### src/design/hsv_pkg.sv
// ============================================================================
// hsv_pkg: shared types and constants for the RGB to HSV converter
// Channel widths, divider lane layout and the word handed from the front
// end to the divider pipeline.
// ============================================================================
package hsv_pkg;

    // pixel channel width
    localparam int CHAN_W = 8;
    // widest divisor (6 * spread, at most 1530) and the hue numerator
    localparam int DEN_W = 11;
    // spread * 65535 fits in 24 bits
    localparam int SATNUM_W = 24;
    // output field widths
    localparam int HUE_W = 16;
    localparam int SAT_W = 16;

    // divider lanes
    localparam int LANES    = 2;
    localparam int LANE_SAT = 0;
    localparam int LANE_HUE = 1;

    // hue sector, picked with red, then green, then blue on ties
    typedef enum logic [1:0] {
        SEC_RED      = 2'd0,  // red max, green >= blue
        SEC_RED_WRAP = 2'd1,  // red max, green < blue (adds six sixths)
        SEC_GREEN    = 2'd2,  // green max
        SEC_BLUE     = 2'd3   // blue max
    } sector_t;

    // front end result, one per pixel
    typedef struct packed {
        logic                grey;    // all channels equal
        logic [CHAN_W-1:0]   bright;  // largest channel
        logic [DEN_W-1:0]    num;     // hue numerator, in [0, 6d)
        logic [DEN_W-1:0]    den6;    // 6 * spread
        logic [SATNUM_W-1:0] satnum;  // spread * 65535
    } prep_word_t;

endpackage

### src/design/hsv_prep.sv
// ============================================================================
// hsv_prep: front end of the converter
// Three register stages: input capture, max/min and sector pick, then the
// hue numerator, the divisor and the saturation numerator.
// ============================================================================
module hsv_prep (
    input  logic                 aclk,
    input  logic                 aresetn,
    input  logic                 en,
    input  logic                 in_valid,
    input  logic [7:0]           red,
    input  logic [7:0]           green,
    input  logic [7:0]           blue,
    output logic                 out_valid,
    output hsv_pkg::prep_word_t  out_word
);

    // stage 1: captured pixel
    logic                      v1_reg;
    logic [hsv_pkg::CHAN_W-1:0] r1_reg, g1_reg, b1_reg;

    // stage 2: max, min, sector, signed channel difference
    logic                      v2_reg;
    logic [hsv_pkg::CHAN_W-1:0] hi2_reg, lo2_reg;
    hsv_pkg::sector_t          sec2_reg;
    logic [hsv_pkg::CHAN_W:0]   diff2_reg;

    // stage 3: front end word
    logic                      v3_reg;
    hsv_pkg::prep_word_t       w3_reg;

    logic [hsv_pkg::CHAN_W-1:0] hi2_next, lo2_next;
    hsv_pkg::sector_t          sec2_next;
    logic [hsv_pkg::CHAN_W:0]   diff2_next;

    logic [hsv_pkg::CHAN_W-1:0] spread;
    logic [hsv_pkg::DEN_W:0]    kd;
    logic [hsv_pkg::DEN_W:0]    num_wide;
    hsv_pkg::prep_word_t       w3_next;

    // valid bits
    always_ff @(posedge aclk) begin
        if (!aresetn) begin
            v1_reg <= 1'b0;
            v2_reg <= 1'b0;
            v3_reg <= 1'b0;
        end else if (en) begin
            v1_reg <= in_valid;
            v2_reg <= v1_reg;
            v3_reg <= v2_reg;
        end
    end

    // stage 2 logic: max/min with red, green, blue priority
    always_comb begin
        if (r1_reg >= g1_reg && r1_reg >= b1_reg) begin
            hi2_next   = r1_reg;
            sec2_next  = (g1_reg >= b1_reg) ? hsv_pkg::SEC_RED : hsv_pkg::SEC_RED_WRAP;
            diff2_next = {1'b0, g1_reg} - {1'b0, b1_reg};
        end else if (g1_reg >= b1_reg) begin
            hi2_next   = g1_reg;
            sec2_next  = hsv_pkg::SEC_GREEN;
            diff2_next = {1'b0, b1_reg} - {1'b0, r1_reg};
        end else begin
            hi2_next   = b1_reg;
            sec2_next  = hsv_pkg::SEC_BLUE;
            diff2_next = {1'b0, r1_reg} - {1'b0, g1_reg};
        end
        lo2_next = (r1_reg <= g1_reg) ? r1_reg : g1_reg;
        if (b1_reg < lo2_next) begin
            lo2_next = b1_reg;
        end
    end

    // stage 3 logic: sector offset times spread plus difference
    always_comb begin
        spread = hi2_reg - lo2_reg;
        unique case (sec2_reg)
            hsv_pkg::SEC_RED:      kd = '0;
            hsv_pkg::SEC_RED_WRAP: kd = ((hsv_pkg::DEN_W+1)'(spread) << 2)
                                      + ((hsv_pkg::DEN_W+1)'(spread) << 1);
            hsv_pkg::SEC_GREEN:    kd = (hsv_pkg::DEN_W+1)'(spread) << 1;
            hsv_pkg::SEC_BLUE:     kd = (hsv_pkg::DEN_W+1)'(spread) << 2;
            default:               kd = '0;
        endcase
        num_wide = kd + {{(hsv_pkg::DEN_W-hsv_pkg::CHAN_W){diff2_reg[hsv_pkg::CHAN_W]}},
                         diff2_reg};
        w3_next.grey   = (spread == '0);
        w3_next.bright = hi2_reg;
        w3_next.num    = num_wide[hsv_pkg::DEN_W-1:0];
        w3_next.den6   = (hsv_pkg::DEN_W'(spread) << 2) + (hsv_pkg::DEN_W'(spread) << 1);
        w3_next.satnum = (hsv_pkg::SATNUM_W'(spread) << 16) - hsv_pkg::SATNUM_W'(spread);
    end

    // payload registers
    always_ff @(posedge aclk) begin
        if (en) begin
            r1_reg    <= red;
            g1_reg    <= green;
            b1_reg    <= blue;
            hi2_reg   <= hi2_next;
            lo2_reg   <= lo2_next;
            sec2_reg  <= sec2_next;
            diff2_reg <= diff2_next;
            w3_reg    <= w3_next;
        end
    end

    assign out_valid = v3_reg;
    assign out_word  = w3_reg;

endmodule

### src/design/hsv_div.sv
// ============================================================================
// hsv_div: pipelined restoring divider, two lanes
// One quotient bit per stage per lane; both quotients are QBITS wide.
// Saturation: spread * 65535 over the largest channel, QBITS-16 fraction bits.
// Hue: the numerator over 6 * spread, QBITS fraction bits.
// ============================================================================
module hsv_div #(
    parameter int QBITS = 16
) (
    input  logic                       aclk,
    input  logic                       aresetn,
    input  logic                       en,
    input  logic                       in_valid,
    input  hsv_pkg::prep_word_t        in_word,
    output logic                       out_valid,
    output logic                       out_grey,
    output logic [hsv_pkg::CHAN_W-1:0] out_bright,
    output logic [QBITS-1:0]           out_sat_q,
    output logic [QBITS-1:0]           out_hue_q
);

    localparam int DW = hsv_pkg::DEN_W;

    // per stage registers
    logic                       v_reg      [1:QBITS];
    logic                       grey_reg   [1:QBITS];
    logic [hsv_pkg::CHAN_W-1:0] bright_reg [1:QBITS];
    logic [DW-1:0]              rem_reg    [1:QBITS][hsv_pkg::LANES];
    logic [DW-1:0]              den_reg    [1:QBITS][hsv_pkg::LANES];
    logic [QBITS-1:0]           low_reg    [1:QBITS][hsv_pkg::LANES];
    logic [QBITS-1:0]           quot_reg   [1:QBITS][hsv_pkg::LANES];

    for (genvar s = 1; s <= QBITS; s++) begin : g_stage
        logic                       src_valid;
        logic                       src_grey;
        logic [hsv_pkg::CHAN_W-1:0] src_bright;
        logic [DW-1:0]              src_rem  [hsv_pkg::LANES];
        logic [DW-1:0]              src_den  [hsv_pkg::LANES];
        logic [QBITS-1:0]           src_low  [hsv_pkg::LANES];
        logic [QBITS-1:0]           src_quot [hsv_pkg::LANES];

        // stage source: divider input or previous stage
        if (s == 1) begin : g_first
            assign src_valid  = in_valid;
            assign src_grey   = in_word.grey;
            assign src_bright = in_word.bright;
            // saturation: top byte starts the remainder, low 16 bits stream in
            assign src_rem[hsv_pkg::LANE_SAT]  = DW'(in_word.satnum[hsv_pkg::SATNUM_W-1:16]);
            assign src_den[hsv_pkg::LANE_SAT]  = DW'(in_word.bright);
            assign src_low[hsv_pkg::LANE_SAT]  = QBITS'(in_word.satnum[15:0]) << (QBITS - 16);
            assign src_quot[hsv_pkg::LANE_SAT] = '0;
            // hue: numerator shifted up by QBITS
            assign src_rem[hsv_pkg::LANE_HUE]  = in_word.num;
            assign src_den[hsv_pkg::LANE_HUE]  = in_word.den6;
            assign src_low[hsv_pkg::LANE_HUE]  = '0;
            assign src_quot[hsv_pkg::LANE_HUE] = '0;
        end else begin : g_next
            assign src_valid  = v_reg[s-1];
            assign src_grey   = grey_reg[s-1];
            assign src_bright = bright_reg[s-1];
            for (genvar l = 0; l < hsv_pkg::LANES; l++) begin : g_src
                assign src_rem[l]  = rem_reg[s-1][l];
                assign src_den[l]  = den_reg[s-1][l];
                assign src_low[l]  = low_reg[s-1][l];
                assign src_quot[l] = quot_reg[s-1][l];
            end
        end

        // valid bit of this stage
        always_ff @(posedge aclk) begin
            if (!aresetn) begin
                v_reg[s] <= 1'b0;
            end else if (en) begin
                v_reg[s] <= src_valid;
            end
        end

        always_ff @(posedge aclk) begin
            if (en) begin
                grey_reg[s]   <= src_grey;
                bright_reg[s] <= src_bright;
            end
        end

        // one compare and subtract per lane
        for (genvar l = 0; l < hsv_pkg::LANES; l++) begin : g_lane
            logic [DW:0] trial;
            logic [DW:0] diff;
            logic        fits;

            always_comb begin
                trial = {src_rem[l], src_low[l][QBITS-1]};
                diff  = trial - {1'b0, src_den[l]};
                fits  = (trial >= {1'b0, src_den[l]});
            end

            always_ff @(posedge aclk) begin
                if (en) begin
                    rem_reg[s][l]  <= fits ? diff[DW-1:0] : trial[DW-1:0];
                    den_reg[s][l]  <= src_den[l];
                    low_reg[s][l]  <= src_low[l] << 1;
                    quot_reg[s][l] <= {src_quot[l][QBITS-2:0], fits};
                end
            end
        end
    end

    assign out_valid  = v_reg[QBITS];
    assign out_grey   = grey_reg[QBITS];
    assign out_bright = bright_reg[QBITS];
    assign out_sat_q  = quot_reg[QBITS][hsv_pkg::LANE_SAT];
    assign out_hue_q  = quot_reg[QBITS][hsv_pkg::LANE_HUE];

endmodule

### src/design/rgb_to_hsv_converter_unit.sv
// ============================================================================
// rgb_to_hsv_converter_unit: streaming RGB to HSV pixel converter
// Value is the largest channel, saturation spread*65535/max, hue a
// fraction of a turn scaled by 2^FRAC_BITS and kept to 16 bits.
// ============================================================================
//
//  channel | dir | word layout (low bit up)              | bytes
//  --------+-----+---------------------------------------+------
//  s_      | in  | red[7:0] green[15:8] blue[23:16]      | 3
//  m_      | out | hue[15:0] saturation[31:16]           | 5
//          |     | brightness[39:32]                     |
//
//  One pixel per clock in and out while m_ does not stall. The path runs
//  through three front end stages, one divider stage per quotient bit and
//  one output register. The bit-serial divider stages set the depth.
//  Reset clears valid bits only; there is no clearing pass.
//  A stall on m_ fills a one-word skid stage; s_tready drops only while the
//  skid stage holds a word, and the whole pipeline then holds.
//
module rgb_to_hsv_converter_unit #(
    parameter int FRAC_BITS = 16
) (
    input  logic        aclk,
    input  logic        aresetn,
    input  logic        s_tvalid,
    output logic        s_tready,
    input  logic [23:0] s_tdata,   // red[7:0], green[15:8], blue[23:16]
    output logic        m_tvalid,
    input  logic        m_tready,
    output logic [39:0] m_tdata    // hue[15:0], saturation[31:16], brightness[39:32]
);

    // divider width covers both the 16-bit saturation and the hue scaling
    localparam int QBITS     = (FRAC_BITS > 16) ? FRAC_BITS : 16;
    localparam int SAT_SHIFT = QBITS - 16;
    localparam int HUE_SHIFT = QBITS - FRAC_BITS;
    localparam int OUT_W     = hsv_pkg::HUE_W + hsv_pkg::SAT_W + hsv_pkg::CHAN_W;

    logic                       pipe_en;
    logic                       prep_valid;
    hsv_pkg::prep_word_t        prep_word;
    logic                       div_valid;
    logic                       div_grey;
    logic [hsv_pkg::CHAN_W-1:0] div_bright;
    logic [QBITS-1:0]           div_sat_q;
    logic [QBITS-1:0]           div_hue_q;

    logic [QBITS-1:0]           sat_full, hue_full;
    logic [hsv_pkg::HUE_W-1:0]  res_hue;
    logic [hsv_pkg::SAT_W-1:0]  res_sat;
    logic [OUT_W-1:0]           res_word;
    logic                       res_take;

    logic                       out_valid_reg, skid_valid_reg;
    logic [OUT_W-1:0]           out_data_reg, skid_data_reg;

    // pipeline moves whenever the skid stage is free
    assign pipe_en  = !skid_valid_reg;
    assign s_tready = pipe_en;

    hsv_prep u_prep (
        .aclk      (aclk),
        .aresetn   (aresetn),
        .en        (pipe_en),
        .in_valid  (s_tvalid),
        .red       (s_tdata[7:0]),
        .green     (s_tdata[15:8]),
        .blue      (s_tdata[23:16]),
        .out_valid (prep_valid),
        .out_word  (prep_word)
    );

    hsv_div #(
        .QBITS (QBITS)
    ) u_div (
        .aclk       (aclk),
        .aresetn    (aresetn),
        .en         (pipe_en),
        .in_valid   (prep_valid),
        .in_word    (prep_word),
        .out_valid  (div_valid),
        .out_grey   (div_grey),
        .out_bright (div_bright),
        .out_sat_q  (div_sat_q),
        .out_hue_q  (div_hue_q)
    );

    // rescale quotients; grey pixels read zero hue and saturation
    always_comb begin
        sat_full = div_sat_q >> SAT_SHIFT;
        hue_full = div_hue_q >> HUE_SHIFT;
        res_sat  = div_grey ? '0 : sat_full[hsv_pkg::SAT_W-1:0];
        res_hue  = div_grey ? '0 : hue_full[hsv_pkg::HUE_W-1:0];
        res_word = {div_bright, res_sat, res_hue};
        res_take = div_valid && pipe_en;
    end

    // output register and skid stage, valid bits
    always_ff @(posedge aclk) begin
        if (!aresetn) begin
            out_valid_reg  <= 1'b0;
            skid_valid_reg <= 1'b0;
        end else if (!out_valid_reg || m_tready) begin
            out_valid_reg  <= skid_valid_reg || res_take;
            skid_valid_reg <= 1'b0;
        end else if (res_take) begin
            skid_valid_reg <= 1'b1;
        end
    end

    // output register and skid stage, data
    always_ff @(posedge aclk) begin
        if (!out_valid_reg || m_tready) begin
            out_data_reg <= skid_valid_reg ? skid_data_reg : res_word;
        end else if (res_take) begin
            skid_data_reg <= res_word;
        end
    end

    assign m_tvalid = out_valid_reg;
    assign m_tdata  = out_data_reg;

`ifndef SYNTHESIS
    // skid stage only fills behind a waiting output word
    a_skid_behind_out: assert property (@(posedge aclk) disable iff (!aresetn)
        skid_valid_reg |-> out_valid_reg)
        else $error("skid word held without output word");

    // a word arriving at a stalled output lands in the skid stage
    a_skid_catches: assert property (@(posedge aclk) disable iff (!aresetn)
        (out_valid_reg && !m_tready && res_take) |=> skid_valid_reg)
        else $error("word lost at stalled output");

    // zero saturation only for grey pixels, which have zero hue
    a_grey_hue: assert property (@(posedge aclk) disable iff (!aresetn)
        (out_valid_reg && out_data_reg[31:16] == 16'd0) |-> (out_data_reg[15:0] == 16'd0))
        else $error("zero saturation with nonzero hue");
`endif

endmodule

### config.mk
export PLATFORM = sky130hd
export DESIGN_NAME = rgb_to_hsv_converter_unit
export DESIGN_NICKNAME = d
export VERILOG_FILES = /design/src/design/hsv_pkg.sv /design/src/design/hsv_prep.sv /design/src/design/hsv_div.sv /design/src/design/rgb_to_hsv_converter_unit.sv
export SDC_FILE = /design/constraint.sdc
export NUM_CORES = 2
export LEC_CHECK = 0
export BUFFER_PORTS_ARGS = -buffer_cell sky130_fd_sc_hd__buf_2
export CORE_ASPECT_RATIO = 0.75
export CORE_UTILIZATION = 50
export CTS_BUF_LIST = sky130_fd_sc_hd__clkbuf_8
export DETAILED_ROUTE_END_ITERATION = 10
export PLACE_DENSITY_LB_ADDON = 0.25
export SETUP_SLACK_MARGIN = 0.2
export SLEW_MARGIN = 25
export SYNTH_ARGS = -nofsm -noshare
export SYNTH_HDL_FRONTEND = slang
export SYNTH_SLANG_ARGS = --single-unit
### constraint.sdc
create_clock -name aclk -period 86.6 [get_ports aclk]
set_input_delay 8.66 -clock aclk [delete_from_list [all_inputs] [get_ports aclk]]
set_output_delay 8.66 -clock aclk [all_outputs]
set_load 0.05 [all_outputs]
-- Word level (Yosys, flattened, before mapping)
Memories as Yosys holds them, arrays and structs flattened.
Cells that the tools add are included.
- mux-type cells: 65
- divide/modulo/power cells: 0
- add/sub/neg operators: 40
- bitwise gates (word level): 18
- multipliers: 0
- equal/unequal tests: 3
- reductions and logical operators: 10
- magnitude comparators: 37
- shift-type cells: 0
- operators with widths (cell ; count):
    12-bit by 11-bit greater-or-equal comparator with 1-bit output ; 31
    11-bit 2-to-1 mux ; 32
    11-bit subtractor ; 31
    11-bit one-hot mux with 4 select lines ; 1
    40-bit 2-to-1 mux ; 1
    16-bit 2-to-1 mux ; 2
    8-bit 2-to-1 mux ; 4
    8-bit by 8-bit subtractor with 9-bit output ; 3
    8-bit greater-or-equal comparator ; 3
    24-bit by 8-bit subtractor with 24-bit output ; 1
    10-bit by 9-bit adder with 11-bit output ; 2
    1-bit 2-to-1 mux ; 22
    9-bit 2-to-1 mux ; 2
    1-bit bitwise OR ; 16
    11-bit adder ; 1
    9-bit by 8-bit subtractor with 10-bit output ; 1
    9-bit by 8-bit greater-or-equal comparator with 1-bit output ; 1
    8-bit less-or-equal comparator ; 1
    8-bit zero test ; 1
    8-bit < comparator ; 1
    8-bit subtractor ; 1
    2-bit == test, second input constant ; 2
    2-bit by 1-bit == test with 1-bit output, second input constant ; 1
    1-bit logical AND ; 2
    other kinds (7) ; 10
- memories kept: 7
- latch bits: 0
- output and inout bits: 42
- input bits: 28
- ROM bits: 0
- flip-flop bits (word level): 191
- bits in writable memories: 1856
- memory list (memory ; words ; width ; read ports ; clocked after Yosys merged registers in ; write ports ; line ; source):
    u_div.quot_reg ; 16 ; 32 ; 16 ; 0 ; 16 ; hsv_div.sv:31 ; logic [QBITS-1:0] quot_reg [1:QBITS][hsv_pkg::LANES];
    u_div.low_reg ; 16 ; 30 ; 15 ; 0 ; 16 ; hsv_div.sv:30 ; logic [QBITS-1:0] low_reg [1:QBITS][hsv_pkg::LANES];
    u_div.den_reg ; 16 ; 22 ; 15 ; 0 ; 16 ; hsv_div.sv:29 ; logic [DW-1:0] den_reg [1:QBITS][hsv_pkg::LANES];
    u_div.rem_reg ; 16 ; 22 ; 15 ; 0 ; 16 ; hsv_div.sv:28 ; logic [DW-1:0] rem_reg [1:QBITS][hsv_pkg::LANES];
    u_div.bright_reg ; 16 ; 8 ; 16 ; 0 ; 16 ; hsv_div.sv:27 ; logic [hsv_pkg::CHAN_W-1:0] bright_reg [1:QBITS];
    u_div.grey_reg ; 16 ; 1 ; 16 ; 0 ; 16 ; hsv_div.sv:26 ; logic grey_reg [1:QBITS];
    +1 memories ; -- ; -- ; -- ; -- ; -- ; -- ;

-- Logic depth before layout (Yosys ltp)
- word-level depth: 4
- mapped depth: 22
- mapped depth without buffers: 21

-- Cells and area by module
A second synthesis with hierarchy kept.
- cells, all modules: 4462
- area, all modules: 59333.2 um^2
- modules (own cells, without submodules) (module ; cells each ; seq. area each (um^2) ; times used ; area each (um^2)):
    hsv_div ; 3681 ; 31410.1 ; 1 ; 49244.7
    hsv_prep ; 614 ; 3123.0 ; 1 ; 6916.6
    rgb_to_hsv_converter_unit ; 167 ; 2442.3 ; 1 ; 3171.8

-- Worst setup path after synthesis
Ideal clock, no wire load.
- path type: register -> output
- from: reg skid_valid_reg
- to: out s_tready
- data arrival time: 30.005 ns
- slack: 47.935 ns
- required time: 77.940 ns
- cell stages (with the launch flop): 4
- path buffers: 2
- cell sequence: dfxtp_1 clkbuf_1 clkinv_1 clkbuf_1
- cells in the longest elaborated chain, start to end: 1
- RTL lines (item ; line ; source):
    start: declaration ; rgb_to_hsv_converter_unit.sv:54 ; logic out_valid_reg, skid_valid_reg;
    start signal: assignment ; rgb_to_hsv_converter_unit.sv:102 ; skid_valid_reg <= 1'b0;
    start signal: assignment ; rgb_to_hsv_converter_unit.sv:105 ; skid_valid_reg <= 1'b0;
    start signal: assignment ; rgb_to_hsv_converter_unit.sv:107 ; skid_valid_reg <= 1'b1;
    1-bit zero test ; rgb_to_hsv_converter_unit.sv:58 ; assign pipe_en = !skid_valid_reg;
    end: declaration ; rgb_to_hsv_converter_unit.sv:26 ; output logic s_tready,
No other way between the ends.

-- Worst setup path after layout
Ends and elaborated chain as after synthesis.

==> flow_summary.json <==
{
  "r2r_end": "u_prep.r1_reg[6]",
  "syn_area_um2": 55500,
  "clk_pin_slew_ns": 0.06,
  "ant_nets": 0,
  "drc_errors": 0,
  "gp_congestion": 0.859,
  "final_core_util_pct": 55.6,
  "grt_max_degree": 152,
  "yosysSeqAreaShare_pct": 63.2,
  "synth_cell_type_count": 87,
  "finalSetupViolCount": 0,
  "viasPerCell": 5.23,
  "endpoint_kind": "primary output",
  "dp_hpwl_mm": 66.0,
  "io_pins": 70,
  "design_area_um2": 61000,
  "hold_viol_final": 0,
  "core-area_um2": 110000,
  "synth_top_area_share_pct": 63.0,
  "wl_per_cell_um": 16.2,
  "nets": 4673,
  "synth_seq_cells": 1171,
  "slowest_delay_ns": 0.85,
  "area_growth_pct": 9.86,
  "clock-sinks": 1171,
  "crit_required_ns": 77.94,
  "ys.flop_type": "edfxtp_1",
  "clock-root-buffer": "clkbuf_8",
  "critPathMaxFanout": 70,
  "syn_area_per_cell_um2": 13.8,
  "synth-edff-count": 1166,
  "cp-start-kind": "register",
  "min_path_cells": 0,
  "crit_slowest_cell": "dfxtp_1",
  "min_from": "u_div.low_reg[0][267]",
  "fmax_mhz": 89.7,
  "cts_resized": 0,
  "rsz0062_at_grt": "no",
  "antenna_found_initial": 3,
  "largest_reg_flops": 314,
  "fp.dieW_um": 387,
  "powerDensity_nw_per_um2": 42.7,
  "drive_gt1_share_pct": 12.9,
  "insertion_delay_ns": 0.88,
  "period_needed_ns": 11.15,
  "drt-pass1-iter-count": 5,
  "grt.total_usage_pct": 17.0,
  "cp.arrival_ns": 2.49,
  "synth_area_leaders": "edfxtp_1, ha_1, mux2_2, inv_1, xnor2_1",
  "leakage_uw": 0.0241,
  "port_buffers": 69,
  "grt_pass1_vias": 29800,
  "synth.most_common_cell": "edfxtp_1",
  "drv_slew": 0,
  "tritoncts": "built",
  "postPlaceCellArea_um2": 57700,
  "async_flop_share_pct": 0,
  "synth_cells": 4032,
  "path_cells": "inv_8 -> buf_2",
  "drtIter0Drc": 2228,
  "start_util_pct": 50.6,
  "num_vias": 30600,
  "fp.dieH_um": 291,
  "min_to": "u_div.low_reg[0][298]",
  "grt-ovfl-total": 0,
  "cp_num_buf_inv": 2,
  "fin_setup_tns_ns": 0,
  "cts_made_buffers": 177,
  "vdd_drop_max_uv": 25.7,
  "holdBufCountCts": 0,
  "drv_cap": 0,
  "synthTopCellsByCount": "edfxtp_1, inv_1, ha_1",
  "path_delay_family": "flip-flops",
  "min_path_type": "register to register",
  "yosys_warnings": 0,
  "clk_path_buf_depth": 3,
  "finalCritPeriodShare_pct": 12.9,
  "syn_nets": 4444,
  "routed_wl_mm": 94.7,
  "r2r-start": "skid_valid_reg",
  "htreeDepth": 4,
  "rows": 105,
  "cts_setup_buffers": 0,
  "grt_pass1_wl_mm": 154,
  "r2r_slack_ns": 81.41,
  "path_class": "register to primary output",
  "nFillCells": 8904,
  "r2r_cells": 6,
  "yosys.area.top_type": "edfxtp_1",
  "dieArea_um2": 112000,
  "outcome": "completed",
  "slew_headroom_pct": 33.6,
  "tightestPinTransition_ns": 0.996,
  "skew_ns": 0.0418
}
-- placed cells by master (no fill, tap or decap), drive strengths merged, types with 14 or more instances in the layout --
master / n
o21ai: 217
nor3: 43
clkbuf: 180
inv: 525
o21a: 73
nand2: 178
a21o: 64
ha: 348
xor2: 70
edfxtp: 1166
mux2i: 38
a2111oi: 15
o22ai: 15
and2: 16
a221oi: 15
a211o: 16
nor2b: 136
mux2: 177
nor2: 235
a21oi: 178
nor4: 32
fa: 36
a211oi: 29
o31ai: 34
xnor2: 159
nand2b: 77
clkinv: 57
nand4: 65
buf: 90
or2: 14
-- where the power goes --
group	switching (uW)	total [uW]	internal, uW
Clock	213	426	213
Sequential	113	1060	947
Combinational	595	1120	523
Total	921	2600	1680
-- final cells by class --
| cell class | instances | area, um2 | area share, % |
|---|---|---|---|
| timing repair buffer | 90 | 536 | 0.878 |
| tap | 1444 | 1810 | 2.96 |
| inverter | 456 | 1720 | 2.82 |
| antenna | 3 | 7.51 | 0.0123 |
| sequential | 1171 | 35100 | 57.6 |
| multi-input combinational | 2365 | 18500 | 30.4 |
| clock buffer | 180 | 2480 | 4.06 |
| clock inverter | 133 | 807 | 1.32 |
-- stage by stage --
stage | setup slack [ns] | hold slack [ns] | total power [uW] | std cells
6_report | 75.45 | 0.391 | 2600 | 5842
5_1_grt | 75.26 | 0.398 | 2800 | 5842
4_1_cts | 75.32 | 0.379 | 2620 | 5839
3_5_place_dp | 76.11 | 0.405 | 2180 | 5526
3_3_place_gp | 76.18 | 0.400 | 2150 | 5525
2_1_floorplan | 47.94 | 0.400 | 1930 | 4032
-- worst max path at each step --
stage	end	slack, ns	cells after the start	start
3_5_place_dp	skid_data_reg[27]	76.11	5	m_tready
5_1_grt	s_tready	75.26	2	skid_valid_reg
6_report	s_tready	75.45	2	skid_valid_reg
2_1_floorplan	s_tready	47.94	3	skid_valid_reg
3_3_place_gp	skid_data_reg[27]	76.18	5	m_tready
4_1_cts	s_tready	75.32	2	skid_valid_reg
-- routing by layer --
metal | GRT usage (%) | share of wire [%] | vias to the layer above
met5 | 0 | 0 | -
met4 | 5.31 | 1.7 | 0
met3 | 3.54 | 5.3 | 130
met2 | 24.6 | 42 | 599
met1 | 25.6 | 51 | 14600
li1 | - | - | 15200
-- kinds of logic (layout without fill, tap and decap cells) --
| group | after synthesis | in the layout | share of synthesized area [%] |
|---|---|---|---|
| flops | 1171 | 1171 | 63.2 |
| fa+ha+maj | 384 | 384 | 9.14 |
| other cells | 0 | 3 | 0 |
| buf+inv | 496 | 859 | 3.42 |
| simple gates | 829 | 829 | 7.84 |
| mux | 215 | 215 | 4.27 |
| compound gates | 708 | 708 | 8.41 |
| xor+xnor | 229 | 229 | 3.69 |
-- worst register-to-register path: stages (launching register included) --
cell     delay, ns
dfxtp_1       0.56
inv_8         0.56
buf_4         0.78
buf_4         0.65
buf_4         0.81
buf_4         0.60
buf_4         0.80
Note: power is estimated with default switching activity, not from simulation.
